**src/sv/pn3d_pkg.sv**
```systemverilog
// Shared types and constants for the 3D gradient noise core.
// No dependencies; imported by every module of the block except the queue.
package pn3d_pkg;

  localparam int TableSizeDef = 256;
  localparam int FracBitsDef  = 16;
  localparam int CoordW       = 32;
  localparam int ByteW        = 8;
  localparam int HashW        = 4;
  localparam int OutW         = 18;
  localparam int OutFrac      = 16;

  typedef enum logic {
    ActLoad = 1'b0,
    ActEval = 1'b1
  } action_e;

  // width of one queued word: action, index, reduced byte, hash nibble, cells, fractions
  function automatic int item_width(int aw, int fb);
    return 1 + 2 * aw + HashW + 3 * aw + 3 * fb;
  endfunction

endpackage

```
**src/sv/pn3d_front.sv**
```systemverilog
// Front end: accepts words, splits coordinates into wrapped cell and fraction,
// reduces table bytes. Depends on pn3d_pkg.
module pn3d_front #(
  parameter int TableSize = pn3d_pkg::TableSizeDef,
  parameter int FracBits  = pn3d_pkg::FracBitsDef
) (
  input  logic                                  clk_i,
  input  logic                                  rst_ni,
  input  logic                                  in_valid_i,
  output logic                                  in_ready_o,
  input  logic                                  action_i,
  input  logic [pn3d_pkg::ByteW-1:0]            table_index_i,
  input  logic [pn3d_pkg::ByteW-1:0]            table_value_i,
  input  logic signed [pn3d_pkg::CoordW-1:0]    coord_x_i,
  input  logic signed [pn3d_pkg::CoordW-1:0]    coord_y_i,
  input  logic signed [pn3d_pkg::CoordW-1:0]    coord_z_i,
  output logic                                  push_o,
  output logic [pn3d_pkg::item_width($clog2(TableSize), FracBits)-1:0] item_o,
  input  logic                                  full_i
);
  import pn3d_pkg::*;

  localparam int AW  = $clog2(TableSize);
  localparam int FB  = FracBits;
  localparam int N   = CoordW - FB;
  localparam int SH  = N + 8;
  localparam int RW  = SH - 3;
  localparam logic [RW-1:0] Recip =
    RW'(((64'd1 << SH) + 64'(TableSize) - 64'd1) / 64'(TableSize));
  localparam int VSH = 16;
  localparam int VRW = 13;
  localparam logic [VRW-1:0] VRecip =
    VRW'(((64'd1 << VSH) + 64'(TableSize) - 64'd1) / 64'(TableSize));

  typedef struct packed {
    action_e           act;
    logic [AW-1:0]     idx;
    logic [AW-1:0]     vmod;
    logic [HashW-1:0]  vraw;
    logic [AW-1:0]     cx;
    logic [AW-1:0]     cy;
    logic [AW-1:0]     cz;
    logic [FB-1:0]     fx;
    logic [FB-1:0]     fy;
    logic [FB-1:0]     fz;
  } item_t;

  logic adv;
  logic [CoordW-1:0] coord [3];
  logic [N-1:0]      mag_d [3];

  logic              f0_vld_q, f1_vld_q, f2_vld_q;
  action_e           f0_act_q, f1_act_q, f2_act_q;
  logic              f0_ok_q, f1_ok_q, f2_ok_q;
  logic [AW-1:0]     f0_idx_q, f1_idx_q, f2_idx_q;
  logic [ByteW-1:0]  f0_val_q, f1_val_q;
  logic [HashW-1:0]  f2_vraw_q;
  logic [AW-1:0]     f2_vmod_q;
  logic [ByteW+VRW-1:0] f1_vprod_q;
  logic              f0_neg_q [3];
  logic              f1_neg_q [3];
  logic              f2_neg_q [3];
  logic [N-1:0]      f0_mag_q [3];
  logic [N-1:0]      f1_mag_q [3];
  logic [N+RW-1:0]   f1_prod_q [3];
  logic [AW-1:0]     f2_rem_q [3];
  logic [FB-1:0]     f0_frac_q [3];
  logic [FB-1:0]     f1_frac_q [3];
  logic [FB-1:0]     f2_frac_q [3];
  logic [N-1:0]      quo [3];
  logic [N-1:0]      rem_d [3];
  logic [ByteW-1:0]  vquo, vrem;
  logic [AW-1:0]     cell_w [3];
  item_t             push_item;

  assign adv        = !full_i;
  assign in_ready_o = adv;
  assign coord[0]   = coord_x_i;
  assign coord[1]   = coord_y_i;
  assign coord[2]   = coord_z_i;

  always_comb begin
    for (int i = 0; i < 3; i++) begin
      mag_d[i] = coord[i][CoordW-1] ? N'(-coord[i][CoordW-1:FB]) : coord[i][CoordW-1:FB];
      quo[i]   = N'(f1_prod_q[i] >> SH);
      rem_d[i] = f1_mag_q[i] - N'(quo[i] * N'(TableSize));
    end
    vquo = ByteW'(f1_vprod_q >> VSH);
    vrem = f1_val_q - ByteW'(vquo * ByteW'(TableSize));
  end

  always_ff @(posedge clk_i or negedge rst_ni) begin
    if (!rst_ni) begin
      f0_vld_q <= 1'b0;
      f1_vld_q <= 1'b0;
      f2_vld_q <= 1'b0;
    end else if (adv) begin
      f0_vld_q <= in_valid_i;
      f1_vld_q <= f0_vld_q;
      f2_vld_q <= f1_vld_q;
    end
  end

  always_ff @(posedge clk_i) begin
    if (adv) begin
      f0_act_q   <= action_e'(action_i);
      f0_ok_q    <= (ByteW + 1)'(table_index_i) < (ByteW + 1)'(TableSize);
      f0_idx_q   <= table_index_i[AW-1:0];
      f0_val_q   <= table_value_i;
      f1_act_q   <= f0_act_q;
      f1_ok_q    <= f0_ok_q;
      f1_idx_q   <= f0_idx_q;
      f1_val_q   <= f0_val_q;
      f1_vprod_q <= (ByteW + VRW)'(f0_val_q) * (ByteW + VRW)'(VRecip);
      f2_act_q   <= f1_act_q;
      f2_ok_q    <= f1_ok_q;
      f2_idx_q   <= f1_idx_q;
      f2_vraw_q  <= f1_val_q[HashW-1:0];
      f2_vmod_q  <= AW'(vrem);
      for (int i = 0; i < 3; i++) begin
        f0_neg_q[i]  <= coord[i][CoordW-1];
        f0_mag_q[i]  <= mag_d[i];
        f0_frac_q[i] <= coord[i][FB-1:0];
        f1_neg_q[i]  <= f0_neg_q[i];
        f1_mag_q[i]  <= f0_mag_q[i];
        f1_prod_q[i] <= (N + RW)'(f0_mag_q[i]) * (N + RW)'(Recip);
        f1_frac_q[i] <= f0_frac_q[i];
        f2_neg_q[i]  <= f1_neg_q[i];
        f2_rem_q[i]  <= AW'(rem_d[i]);
        f2_frac_q[i] <= f1_frac_q[i];
      end
    end
  end

  // negative cells wrap back from the top of the table
  always_comb begin
    for (int i = 0; i < 3; i++) begin
      cell_w[i] = (f2_neg_q[i] && f2_rem_q[i] != '0)
                ? AW'((AW + 1)'(TableSize) - (AW + 1)'(f2_rem_q[i])) : f2_rem_q[i];
    end
    push_item.act  = f2_act_q;
    push_item.idx  = f2_idx_q;
    push_item.vmod = f2_vmod_q;
    push_item.vraw = f2_vraw_q;
    push_item.cx   = cell_w[0];
    push_item.cy   = cell_w[1];
    push_item.cz   = cell_w[2];
    push_item.fx   = f2_frac_q[0];
    push_item.fy   = f2_frac_q[1];
    push_item.fz   = f2_frac_q[2];
  end

  // out-of-range loads are dropped here
  assign push_o = f2_vld_q && adv && (f2_act_q == ActEval || f2_ok_q);
  assign item_o = push_item;

endmodule

```
**config.mk**
```make
export PLATFORM = sky130hd
export DESIGN_NAME = pn3d_front
export DESIGN_NICKNAME = d
export VERILOG_FILES = /design/src/sv/pn3d_pkg.sv /design/src/sv/pn3d_front.sv
export SDC_FILE = /design/constraint.sdc
export NUM_CORES = 1
export LEC_CHECK = 0
export ABC_AREA = 1
export BUFFER_PORTS_ARGS = -buffer_cell sky130_fd_sc_hd__buf_2
export CAP_MARGIN = 20
export CORE_MARGIN = 2
export CORE_UTILIZATION = 45
export DETAILED_ROUTE_END_ITERATION = 12
export GPL_ROUTABILITY_DRIVEN = 0
export PLACE_DENSITY_LB_ADDON = 0.25
export SYNTH_ARGS = -nofsm -noshare
export SYNTH_HDL_FRONTEND = slang
export SYNTH_SLANG_ARGS = --single-unit
```
**constraint.sdc**
```tcl
create_clock -name clk_i -period 17.63 [get_ports clk_i]
set_clock_uncertainty 0.15 [all_clocks]
set_input_delay 0.8815 -clock clk_i [delete_from_list [all_inputs] [get_ports clk_i]]
set_output_delay 0.8815 -clock clk_i [all_outputs]
set_load 0.05 [all_outputs]
```
==> impl_metrics.toml <==
[job]
drv_cap = 0

[setup_path]
path_cells = "inv_1 -> ha_1 -> nand2_1 -> nor2_1 -> nand2_1 -> nand3_1 -> nand2_1 -> inv_1 -> buf_2"
crit_fanout = 4
crit_path_start = "f2_rem_q[0][8]"
crit_slowest_cell = "edfxtp_1"
ff2ff_path_depth = 2
r2r_slack_ns = 16.79
rr_startpoint = "f1_vld_q"
reg2reg_to = "f2_vld_q"
critPathArrivalTime_ns = 2.06
start_kind = "register"
crit_top_cell = "nand2_1"
end_kind = "output port"
crit_type = "register to output port"
cp-endpoint = "item_o[62]"
crit_required_ns = 16.60
max_stage_delay_ns = 0.39

[clocking]
cts_tree = "yes"
clock-root-buffer = "clkbuf_16"
clk_latency_ns = 0.52
cts_sinks = 279
h-tree-depth = 1
post_cts_buffers = 0
cts_resized = 0
cts_buffers = 28
ctsLongestPathBuffers = 3
clkTransAtPathRegs_ns = 0.06

[placement]
io_buffer_count = 190
pre_cts_slack_ns = 14.47
dpl.hpwl_mm = 10.1

[synth]
synthCells = 577
ys_seq_elements = 279
synth_top_area_cell = "edfxtp_1"
synth_cell_types = 21
synthTopCellsByArea = "edfxtp_1 84%, nand2_1 4.1%, inv_1 2.1%"
async_flop_share_pct = 1.08
synth_ff_type = "edfxtp_1"
mappedNetlistArea_um2 = 9820
synth.top_cell.area_share_pct = 84.4
synth.most_common_cell = "edfxtp_1"
synthTopCellsByCount = "276 x edfxtp_1, 106 x nand2_1, 56 x inv_1, 26 x nor2_1, 20 x nand3_1"
synth_edf_count = 276
ys_warn_count = 0
syn-num-nets = 700
yosysSeqAreaShare_pct = 85.1
syn_avg_cell_area_um2 = 17.0

[grt]
grtUsageTotal_pct = 12.8
overflow = 0
grt_pass1_wl_mm = 23.5
grt_antenna_before_repair = 0
grt_pass1_vias = 4935
grt_max_degree = 124

[detailed_routing]
drt_iter0_markers = 271
first_pass_iters = 4
drc_errors = 0
ant_nets = 0
vias_per_cell = 4.65
vias = 5052
routedWlPerCell_um = 14.0
drt_wl_total_mm = 15.2

[sta]
period_needed_ns = 3.09
slew-limit-headroom_pct = 32.6
fin_crit_sh_pct = 17.5
finalHoldViolCount = 0
maxSlewViolCount = 0
worst_slack_ns = 14.54
tightest_slew_ns = 1.01
fin_setup_tns_ns = 0
fmax_mhz = 324
setup_viol_count_final = 0
rsz0062_at_grt = "false"

[floorplan]
die_w_um = 152
core_area_um2 = 21600
ios = 212
die_h_um = 152
num_rows = 54
start_util_pct = 45.4
design.die.area_um2 = 23000

[final_layout]
fillers = 1732
area_delta_synth_final_pct = 21.6
layout-drive-gt1-share_pct = 32.1
diodes = 0
fin_nets = 909

[pwr]
power_leakage_nw = 4.80
powerDensity_nw_per_um2 = 125
vdd_ir_drop_max_v = 0.0000874

[hold_path]
hp-class = "register to register"

[run_status]
outcome = "complete, no violations"
[how the worst min path moves through the flow]
stage	to	cells after the start	slack (ns)	startpoint
5_1_grt	f2_idx_q[4]	0	0.27	f1_idx_q[4]
4_1_cts	f2_frac_q[0][28]	0	0.26	f1_frac_q[0][28]
2_1_floorplan	f1_act_q	0	0.25	f0_act_q
6_report	f2_frac_q[0][28]	0	0.26	f1_frac_q[0][28]
3_5_place_dp	f1_frac_q[0][39]	0	0.25	f0_frac_q[0][39]
3_3_place_gp	f2_rem_q[0][13]	0	0.25	f1_mag_q[0][21]
[cell families (layout without fill, tap and decap cells)]
kind of cell | Yosys count | in the layout | synth area share [%]
DFF | 279 | 279 | 85.1
and+or+nand+nor | 186 | 186 | 8.34
buffers and inverters | 72 | 301 | 3.21
xor gates and xnor gates | 18 | 18 | 1.61
AOI/OAI and AO/OA | 16 | 16 | 0.930
adders and majority gates | 6 | 6 | 0.764
[critical path: cells and delay by family, from the launching register on]
kind / cells / cell delay (ns)
fa+ha+maj: 1 / 0.25
simple gates: 5 / 0.49
flops: 1 / 0.39
buf+inv: 3 / 0.41
[area by class of cell]
class | count | area (µm²) | area share, %
clock buffers | 32 | 737 | 6.17
multi-input cells | 226 | 1140 | 9.57
flip-flops and latches | 279 | 8360 | 70.0
repair buffers | 193 | 976 | 8.17
clock inverters | 18 | 153 | 1.28
well taps | 280 | 350 | 2.93
inverters | 58 | 225 | 1.89
[metal layers]
layer | wire [µm] | GRT usage, %
met5 | 0 | 0
met4 | 375 | 4.58
met3 | 1210 | 4.52
met2 | 7660 | 22.1
met1 | 5970 | 14.9
[flip-flops by register name (all words and copies together) (netlist names), 3 cells and up]
name / count
f0_frac_q: 48
f0_idx_q: 8
f0_mag_q: 24
f0_neg_q: 3
f0_val_q: 8
f1_frac_q: 48
f1_idx_q: 8
f1_mag_q: 24
f1_neg_q: 3
f1_val_q: 8
f2_frac_q: 48
f2_idx_q: 8
f2_neg_q: 3
f2_rem_q: 24
f2_vmod_q: 5
f2_vraw_q: 3
[where the power goes]
group / total, mW / leakage, nW / internal [mW] / switching (mW)
combinational: 0.125 / 1.63 / 0.0288 / 0.0961
sequential: 0.802 / 2.74 / 0.787 / 0.0148
clock: 0.562 / 0.437 / 0.329 / 0.233
[through the flow]
step | std cells | total power [mW] | util, % | hold slack, ns | instance area, µm²
global placement | 1035 | 0.936 | 51.1 | 0.250 | 11000
floorplan | 577 | 0.910 | - | 0.250 | 9820
detailed placement | 1035 | 0.942 | 51.1 | 0.255 | 11000
finish | 1086 | 1.49 | 55.3 | 0.259 | 11900
CTS | 1086 | 1.51 | 55.3 | 0.263 | 11900
global route | 1086 | 1.55 | 55.3 | 0.272 | 11900
[cell usage in the layout (no fill, tap or decap), drive strengths merged, types with 4 or more instances in the layout]
cell type and count:
clkinv 11, clkbuf 32, inv 60, edfxtp 276, nand3 22, nand2 108, xor2 15, a21oi 4
buf 192, ha 6, nor2 38, o21ai 12, nand4 12
[repair_timing]
| action | 4_1_cts | 5_1_grt |
|---|---|---|
| endpoints found under the hold margin | 3 | 0 |
| hold buffers | 1 | 0 |
| setup endpoints to repair | 0 | 0 |
Power figures use the tool's default switching activity.
