### src/sv/pn3d_queue.sv
// Two-entry queue between the front end and the evaluation pipeline.
// No dependencies; generic width.
module pn3d_queue #(
  parameter int Width = 8
) (
  input  logic             clk_i,
  input  logic             rst_ni,
  input  logic             push_i,
  input  logic [Width-1:0] data_i,
  output logic             full_o,
  input  logic             pop_i,
  output logic             empty_o,
  output logic [Width-1:0] data_o
);

  logic [Width-1:0] mem_q [2];
  logic             wr_ptr_q, rd_ptr_q;
  logic [1:0]       cnt_q;

  assign full_o  = cnt_q == 2'd2;
  assign empty_o = cnt_q == 2'd0;
  assign data_o  = mem_q[rd_ptr_q];

  always_ff @(posedge clk_i or negedge rst_ni) begin
    if (!rst_ni) begin
      wr_ptr_q <= 1'b0;
      rd_ptr_q <= 1'b0;
      cnt_q    <= 2'd0;
    end else begin
      if (push_i) wr_ptr_q <= !wr_ptr_q;
      if (pop_i)  rd_ptr_q <= !rd_ptr_q;
      cnt_q <= cnt_q + 2'(push_i) - 2'(pop_i);
    end
  end

  always_ff @(posedge clk_i) begin
    if (push_i) mem_q[wr_ptr_q] <= data_i;
  end

  a_no_overflow : assert property (@(posedge clk_i) disable iff (!rst_ni)
    push_i |-> !full_o) else $error("queue pushed while full");
  a_no_underflow : assert property (@(posedge clk_i) disable iff (!rst_ni)
    pop_i |-> !empty_o) else $error("queue popped while empty");
  a_count : assert property (@(posedge clk_i) disable iff (!rst_ni)
    push_i && !pop_i |=> cnt_q == $past(cnt_q) + 2'd1) else $error("queue count slip");

endmodule

### config.mk
export PLATFORM = sky130hd
export DESIGN_NAME = pn3d_queue
export DESIGN_NICKNAME = d
export VERILOG_FILES = /design/src/sv/pn3d_queue.sv
export SDC_FILE = /design/constraint.sdc
export NUM_CORES = 1
export LEC_CHECK = 0
export BUFFER_PORTS_ARGS = -buffer_cell sky130_fd_sc_hd__buf_4
export CAP_MARGIN = 30
export CORE_MARGIN = 2
export CORE_UTILIZATION = 49
export DETAILED_ROUTE_END_ITERATION = 10
export PLACE_DENSITY = 0.73
export SLEW_MARGIN = 20
export SYNTH_ARGS = -nofsm -noshare
export SYNTH_HDL_FRONTEND = slang
export SYNTH_SLANG_ARGS = --single-unit
### constraint.sdc
create_clock -name clk_i -period 1.8 [get_ports clk_i]
set_input_delay 0.36 -clock clk_i [delete_from_list [all_inputs] [get_ports clk_i]]
set_output_delay 0.36 -clock clk_i [all_outputs]
set_load 0.02 [all_outputs]
==> results of run 1 <==
[power by group through the flow]
stage	Clock, mW	Sequential [mW]	Combinational (mW)
6_report	0.205	0.724	0.602
5_1_grt	0.232	0.743	0.644
4_1_cts	0.214	0.727	0.612
3_5_place_dp	0	0.736	0.610
3_3_place_gp	0	0.731	0.601
2_1_floorplan	0	0.678	0.471
[registers in the layout, summed over array words and instances (netlist names)]
signal and cells:
mem_q 16, wr_ptr_q 1, cnt_q 2, rd_ptr_q 1
[how the worst max path moves through the flow]
stage                 to  slack (ns)  depth (start not counted)
2_1_floorplan   cnt_q[1]        0.49                          5
3_3_place_gp   data_o[6]        0.32                          2
3_5_place_dp   data_o[4]        0.30                          2
4_1_cts        data_o[4]         0.1                          2
5_1_grt        data_o[1]        0.06                          2
6_report       data_o[4]        0.12                          2
[per-stage QoR]
step / util / area (um^2) / instances / setup slack [ns]
2_1_floorplan: - / 808 / 40 / 0.487
3_3_place_gp: 0.644 / 982 / 77 / 0.317
3_5_place_dp: 0.644 / 982 / 77 / 0.302
4_1_cts: 0.669 / 1020 / 82 / 0.0999
5_1_grt: 0.669 / 1020 / 82 / 0.0644
6_report: 0.669 / 1020 / 82 / 0.124
[Yosys cell counts]
library cell  instances  area (um^2)
buf_6                 1         11.3
nor2b_1               2         12.5
xor3_1                1         23.8
edfxtp_1             16          480
nor2_1                1         3.75
xor2_1                2         17.5
and2_1                1         6.26
mux2_4                8          120
ha_1                  2         25.0
inv_1                 2         7.51
dfrtp_1               4          100
[worst max-delay path: cells and delay by family (launching register included)]
kind | cells | cell delay, ns
buffers and inverters | 1 | 0.16
multiplexers | 1 | 0.33
flip-flops | 1 | 0.54
[cells by family after synthesis]
group / count (synthesis) / synth area share
xor gates and xnor gates: 3 / 0.0511
adders and majority gates: 2 / 0.0310
buffers and inverters: 3 / 0.0232
DFF: 20 / 0.718
muxes: 8 / 0.149
and+or+nand+nor: 4 / 0.0279
[per-layer routing]
layer	wire length [um]	GRT usage	vias to the layer above	part of all wire
li1	-	-	197	-
met1	396	0.139	183	0.40
met2	534	0.214	14	0.54
met3	60	0.0367	0	0.061
met4	0	0.0545	0	0
met5	0	0	-	0
[layout make-up]
class,count,area (um^2),share of cell area
inverter,2,7.51,0.00736
multi-input combinational,17,209,0.205
tap,16,20.0,0.0196
timing repair buffer,23,175,0.172
clock inverter,1,3.75,0.00368
clock buffer,3,22.5,0.0221
sequential,20,582,0.571
[repair_timing]
action,CTS,global route
hold buffers,1,0
resized for setup,1,0
endpoints found under the hold margin,4,0
endpoints found under the setup margin,8,0
==> impl_results.md, run 1 <==
- Postcts setup bufs: 0
- # setup viols final: 0
- Sequential share of power: 0.473
- Fin crit period: roughly 1.7 ns
- Most common cell after layout, fill and taps aside: buf_4
- Reg2reg start: cnt_q[0]
- Mapped Cells: 40
- Later-pin clock latency in the skew report: between 0.2 and 0.3 ns
- Crit-path max FO: 9
- I/O Buffers: 21
- Critical Path Start Type: flip-flop
- GPL Wtd Cong: about 0.66
- Share of total power in combinational logic: 0.394
- Peak VDD IR: about 0.85 mV
- Final Max Slew Viols: 0
- Vias per inst: 4.80
- CTS tree: done
- Commonest cells after routing, fill and taps aside: 22 x buf_4, 16 x edfxtp_1, 8 x mux2_4, 3 x clkbuf_4, 3 x dfrtp_1
- Clock tree buffer depth: 2
- Total Power: approximately 1.5 mW
- Max transition margin: 0.747
- Reg2Reg Setup Slack: about 0.44 ns
- First-pass GRT wire length: 1700 um
- Post-Syn Area: ~810 um^2
- FF-to-FF End: cnt_q[1]
- CP arrival: 1.32 ns
- DRT Wirelength: between 900 and 1000 um
- Initial DRC Count: 1
- Post-DP HPWL: between 700 and 800 um
- CTS root buf: clkbuf_4
- Drt first pass iters: 4
- CP startpoint: rd_ptr_q
- Die ar.: around 0.002 mm^2
- Power density of the placed cells: ~1500 mW/mm^2
- Status: complete, no violations
- Final hold viol count: 0
- Hold_ws: approximately 0.24 ns
- Sequential element share of the synthesized area: 0.718
- Area grow syn2layout: 26.2%
- Initial antenna violation count: 0
- Worst-Margin Slew: between 0.3 and 0.4 ns
- Grt total ovfl: 0
- Switching share of power: 0.309
- Sw Pwr: 0.474 mW
- YS warnings: 0
- Worst Hold Path EP: rd_ptr_q
- HP Start: pop_i
- Worst EP required: ~1.4 ns
- R2R depth: 5
- Boundary Pins: 22
- Fillers: 105
- Clock power share: 0.134
- Maximum clock frequency: about 600 MHz
- Die span in x: 44.6 um
- Slowest CP cell: dfrtp_2
- ANT nets after route: 0
- Number of global-route vias before repair: 411
- Die H: 44.6 um
- Site Rows: 14
- Ant. Diodes: 0
- Clock buffer count from CTS: 3
- Share of layout cells above drive strength 1: 0.515
- Largest net degree at the start of global routing: 12
- Total GRT Usage: 0.123
- Syn nets: 54
- Num Clock Sinks: 20
- Max cap viols: 0
- Setup_tns: 0 ns
- Pint: 1.06 mW
- Clock Pin Slew Worst Setup and Hold Paths: 0.11 ns
- WS Path Type: reg2out
- Worst Hold Class: in2reg
- Final nets: 81
- Initial core utilization: 0.530
- Drt drc: 0
- CP max stage delay: between 0.5 and 0.6 ns
- Core area: 0.00152 mm^2
- Unique masters post-synth: 11
- Crit-path cells: mux2_4, buf_4
- DR WL/cell: 12.1 um
- Mapped Avg Cell Area: between 20 and 25 um^2
- Hold path cells: 2
- Synth Register Bits: 20
- Crit. End Element: primary output
- RSZ-0062 raised after global routing: false
- H-tree lvl count: 1
- Via count: 394
- Period Utilization, post-route: 0.931
- Leakage power: roughly 0.45 nW
- Worst clock skew: ~0.0056 ns
Power figures use the tool's default switching activity.
==> run 2: changes to the inputs <==
- BUFFER_PORTS_ARGS: -buffer_cell sky130_fd_sc_hd__buf_4 -> unset
- CORE_UTILIZATION: 49 -> 50
- DONT_BUFFER_PORTS: unset -> 1
- HOLD_SLACK_MARGIN: unset -> 0.02
- PLACE_DENSITY: 0.73 -> 0.63
- clock period: 1.8 -> 1.7 ns (I/O delays scaled with it)
==> impl_results.md, run 2 (synthesis gave the netlist of run 1 again) <==
- Status: complete, no violations
- CTS root buf: clkbuf_4
- Total GRT Usage: 0.111 (-0.0122)
- Area grow syn2layout: 6.66%
- Final nets: 60 (-26%)
- Cell Area, Placed: 825 um^2 (-16%)
- Max transition margin: 0.727 (-0.0196)
- Power density of the placed cells: 1700 mW/mm^2 (+13%)
- Final hold viol count: 0 (unchanged)
- Ant. Diodes: 0 (unchanged)
- # setup viols final: 0 (unchanged)
- Share of total power in combinational logic: 0.330 (-0.064)
- Crit path buf inv count: 0 (-1)
- Later-pin clock latency in the skew report: 0.29 ns (about the same)
- Grt total ovfl: 0 (unchanged)
- Final Max Slew Viols: 0 (unchanged)
- Clock buffer count from CTS: 3 (unchanged)
- Slowest CP cell: dfrtp_2
- RSZ-0062 raised after global routing: false
- Most flops, register: mem_q
- Pint: 0.993 mW (-6.0%)
- I/O Buffers: 0 (-100%)
- Worst clock skew: 0.00660 ns (+0.00103 ns)
- Switching share of power: 0.321 (+0.0120)
- Crit. End Element: primary output
- Die H: 44.2 um (-0.92%)
- Sw Pwr: 0.471 mW (-0.66%)
- Post-DP HPWL: 734 um (-2.2%)
- Core area: 0.00151 mm^2 (-1.1%)
- Crit-path cells: mux2_4
- Fillers: 116 (+10%)
- Kind of cell adding the most delay to the critical path: flip-flops
- DR WL/cell: 15.6 um (+29%)
- Boundary Pins: 22 (unchanged)
- Drt drc: 0 (unchanged)
- Max cap viols: 0 (unchanged)
- Hold_ws: 0.119 ns (-0.124 ns)
- Peak VDD IR: 0.979 mV (+15%)
- Vias per inst: 5.28 (+9.9%)
- Worst EP required: 1.36 ns (-0.08 ns)
- Clock Pin Slew Worst Setup and Hold Paths: 0.10 ns (about the same)
- Fin area: 862 um^2 (-15%)
- Postcts setup bufs: 0 (unchanged)
- Share of layout cells above drive strength 1: 0.289 (-0.226)
- Number of global-route vias before repair: 343 (-17%)
- ANT nets after route: 0 (unchanged)
- GPL Wtd Cong: 0.671 (+2.5%)
- DRT Wirelength: 951 um (-4.0%)
- Worst-Margin Slew: 0.408 ns (+0.0286 ns)
- Commonest cells after routing, fill and taps aside: 16 x edfxtp_1, 8 x mux2_4, 3 x clkbuf_4, 3 x dfrtp_1
- Die span in x: 44.2 um (-0.92%)
- Num Clock Sinks: 20 (unchanged)
- Initial antenna violation count: 0 (unchanged)
- Setup_tns: 0 ns (unchanged)
- H-tree lvl count: 1 (unchanged)
- Die ar.: 0.00195 mm^2 (-1.8%)
- Most common cell after layout, fill and taps aside: edfxtp_1
- Top flop regs: mem_q x16, cnt_q x2
- Via count: 322 (-18%)
- Period Utilization, post-route: 0.907
- Leakage power: 0.345 nW (-23%)
- Clock tree buffer depth: 2 (unchanged)
- Site Rows: 14 (unchanged)
- Worst Hold Class: in2reg
- Initial core utilization: 0.537 (+0.00617)
- Fin crit period: approximately 1.5 ns
- Maximum clock frequency: around 650 MHz
- Critical Path Start Type: flip-flop
- Max FFs per register: 16 (unchanged)
- CP max stage delay: 0.54 ns (about the same)
- Initial DRC Count: 7 (+6)
- Drt first pass iters: 4 (unchanged)
- Clock power share: 0.145 (+0.011)
- WS Path Type: reg2out
- Crit-path max FO: 9 (unchanged)
- CP arrival: 1.20 ns (-0.12 ns)
- Largest net degree at the start of global routing: 12 (unchanged)
- Sequential share of power: 0.525 (+0.052)
- Final Util: 0.572 (-0.0969)
- CTS tree: done
- First-pass GRT wire length: 1390 um (-18%)
[run 2: what timing repair did]
action                                  in CTS  in global routing
endpoints found under the setup margin       0                  8
hold buffers                                 1                  0
resized for setup                            0                  1
hold endpoints to repair                     4                  0
[run 2: path summary, 6_finish.rpt]
check / from / end / slack, ns / cells after the start
setup / recovery: rd_ptr_q / data_o[6] / 0.16 / 1
hold / removal: pop_i / rd_ptr_q / 0.12 / 1
setup reg to reg: cnt_q[0] / cnt_q[1] / 0.30 / 5
hold reg to reg: wr_ptr_q / wr_ptr_q / 0.51 / 1
max in group asynchronous: rst_ni / rd_ptr_q / 1.21 / 1
min in group asynchronous: rst_ni / rd_ptr_q / 0.31 / 1
[run 2: power groups by stage]
stage | combinational, mW | sequential, mW | clock (mW)
floorplan | 0.499 | 0.718 | 0
global placement | 0.469 | 0.772 | 0
detailed placement | 0.489 | 0.779 | 0
CTS | 0.493 | 0.767 | 0.226
global route | 0.516 | 0.789 | 0.248
finish | 0.483 | 0.768 | 0.212
[run 2: stage by stage]
stage / total power, mW / instances / setup slack (ns)
detailed placement: 1.27 / 56 / 0.301
CTS: 1.49 / 61 / 0.00287
global placement: 1.24 / 56 / 0.337
finish: 1.46 / 61 / 0.157
floorplan: 1.22 / 40 / 0.387
global route: 1.55 / 61 / 0.106
[run 2: area by class of cell]
type / instances / area [um^2] / share of cell area
inverters: 2 / 7.51 / 0.00871
repair buffers: 2 / 17.5 / 0.0203
multi-input cells: 17 / 209 / 0.242
flip-flops and latches: 20 / 582 / 0.675
well taps: 16 / 20.0 / 0.0232
clock buffers: 4 / 26.3 / 0.0305
[run 2: per-layer routing]
layer  global-route usage  wire (um)  up-vias
li1                     -          -      154
met1               0.0980        293      155
met2                0.203        578       11
met3               0.0327         71        2
met4               0.0909          7        0
met5                    0          0        -
==> run 3: changes to the inputs <==
- PLACE_DENSITY: 0.63 -> unset
==> impl_results.md, run 3 (synthesis gave the netlist of run 1 again) <==
- CTS root buf: clkbuf_4
- DR WL/cell: 15.6 um (-0.11%)
- Post-Place Setup Slack: 0.299 ns (-0.00142 ns)
- Sw Pwr: 0.465 mW (-1.1%)
- H-tree lvl count: 1 (unchanged)
- Ant. Diodes: 0 (unchanged)
- Clock buffer count from CTS: 3 (unchanged)
- Die H: 44.2 um (unchanged)
- Clock Pin Slew Worst Setup and Hold Paths: 0.09 ns (about the same)
- Share of total power in combinational logic: 0.327 (-0.003)
- Power density of the placed cells: 1690 mW/mm^2 (-0.39%)
- First-pass GRT wire length: 1490 um (+7.0%)
- Leakage power: 0.345 nW (unchanged)
- Clock power share: 0.142 (-0.003)
- Setup_tns: 0 ns (unchanged)
- RSZ-0062 raised after global routing: false
- Most common cell after layout, fill and taps aside: edfxtp_1
- Maximum clock frequency: 650 MHz (+0.35%)
- Share of layout cells above drive strength 1: 0.289 (unchanged)
- Crit path buf inv count: 0 (unchanged)
- Crit. End Element: primary output
- GPL Wtd Cong: 0.588 (-12%)
- Boundary Pins: 22 (unchanged)
- CTS tree: done
- I/O Buffers: 0 (unchanged)
- Via count: 325 (+0.93%)
- Max transition margin: 0.728 (about the same)
- Worst EP required: 1.36 ns (about the same)
- Kind of cell adding the most delay to the critical path: flip-flops
- Critical Path Start Type: flip-flop
- Top flop regs: mem_q x16, cnt_q x2
- Initial core utilization: 0.537 (unchanged)
- Status: complete, no violations
- ANT nets after route: 0 (unchanged)
- DRT Wirelength: 950 um (-0.11%)
- Vias per inst: 5.33 (+0.93%)
- Slowest CP cell: dfrtp_2
- Setup ws final: 0.163 ns (+0.00541 ns)
- Later-pin clock latency in the skew report: 0.28 ns (about the same)
- Initial DRC Count: 1 (-6)
- Area grow syn2layout: 6.66% (unchanged)
- Pint: 0.993 mW (about the same)
- Period Utilization, post-route: 0.904 (-0.00318)
- # setup viols final: 0 (unchanged)
- Num Clock Sinks: 20 (unchanged)
- Max FFs per register: 16 (unchanged)
- Number of global-route vias before repair: 367 (+7.0%)
- Final hold viol count: 0 (unchanged)
- Largest net degree at the start of global routing: 12 (unchanged)
- Site Rows: 14 (unchanged)
- Peak VDD IR: 1.05 mV (+7.7%)
- Worst clock skew: 0.00532 ns (-0.00128 ns)
- Max cap viols: 0 (unchanged)
- Grt total ovfl: 0 (unchanged)
- Total GRT Usage: 0.116 (+0.00438)
- Worst-Margin Slew: 0.408 ns (-0.000630 ns)
- Drt first pass iters: 2 (-2)
- CP max stage delay: 0.54 ns (about the same)
- Postcts setup bufs: 0 (unchanged)
- Post-DP HPWL: 762 um (+3.8%)
- Initial antenna violation count: 0 (unchanged)
- WS Path Type: reg2out
- Drt drc: 0 (unchanged)
- Final nets: 60 (unchanged)
- Crit-path max FO: 9 (unchanged)
- Die span in x: 44.2 um (unchanged)
- Commonest cells after routing, fill and taps aside: 16 x edfxtp_1, 8 x mux2_4, 3 x clkbuf_4, 3 x dfrtp_1
- Core area: 0.00151 mm^2 (unchanged)
- CP arrival: 1.20 ns (about the same)
- Sequential share of power: 0.531 (+0.006)
- Switching share of power: 0.319 (-0.00221)
- Die ar.: 0.00195 mm^2 (unchanged)
- Worst Hold Class: in2reg
- Fin crit period: 1.54 ns (-0.00541 ns)
- Clock tree buffer depth: 2 (unchanged)
- Most flops, register: mem_q
- Final Max Slew Viols: 0 (unchanged)
- Crit-path cells: mux2_4
[run 3: cell counts in the layout (fill, tap and decap cells not counted)]
No cell type changed its count.
[run 3: through the flow]
| step | cells | area (um^2) | total power, mW | utilization | hold slack (ns) |
|---|---|---|---|---|---|
| after detailed placement | 56 | 825 | 1.27 | 0.547 | 0.0445 |
| after global routing | 61 | 862 | 1.55 | 0.572 | 0.115 |
| after global placement | 56 | 825 | 1.24 | 0.547 | 0.0445 |
| after CTS | 61 | 862 | 1.48 | 0.572 | 0.118 |
| final | 61 | 862 | 1.46 | 0.572 | 0.134 |
| after floorplan | 40 | 808 | 1.22 | - | 0.0444 |
[run 3: layer usage]
layer	up-vias	part of all wire	GRT usage
met4	0	0.013	0.0909
met1	157	0.33	0.106
met3	2	0.073	0.0408
met5	-	0	0
met2	11	0.59	0.203
li1	155	-	-
[run 3: power groups by stage]
| stage | sequential, mW | clock, mW | combinational [mW] |
|---|---|---|---|
| after CTS | 0.779 | 0.222 | 0.485 |
| final | 0.774 | 0.207 | 0.477 |
| after global routing | 0.796 | 0.244 | 0.512 |
| after floorplan | 0.718 | 0 | 0.499 |
| after global placement | 0.773 | 0 | 0.470 |
| after detailed placement | 0.787 | 0 | 0.483 |
[run 3: worst paths after layout]
| path | endpoint | cells after the start | from | slack, ns |
|---|---|---|---|---|
| max | data_o[2] | 1 | rd_ptr_q | 0.16 |
| max reg2reg | cnt_q[1] | 5 | cnt_q[0] | 0.30 |
| min reg2reg | wr_ptr_q | 1 | wr_ptr_q | 0.51 |
| min in group asynchronous | cnt_q[0] | 1 | rst_ni | 0.31 |
| min | rd_ptr_q | 1 | pop_i | 0.13 |
| max in group asynchronous | rd_ptr_q | 1 | rst_ni | 1.20 |
[run 3: cell type report]
type / count / area, um^2
Clock buffer: 4 / 26.3
Fill cell: 119 / 644
Timing Repair Buffer: 2 / 17.5
Tap cell: 16 / 20.0
Multi-Input combinational cell: 17 / 209
Sequential cell: 20 / 582
Inverter: 2 / 7.51
[run 3: timing repair]
item	4_1_cts	5_1_grt
setup endpoints to repair	8	0
gates resized for setup	1	0
hold buffers	1	0
hold endpoints to repair	4	0
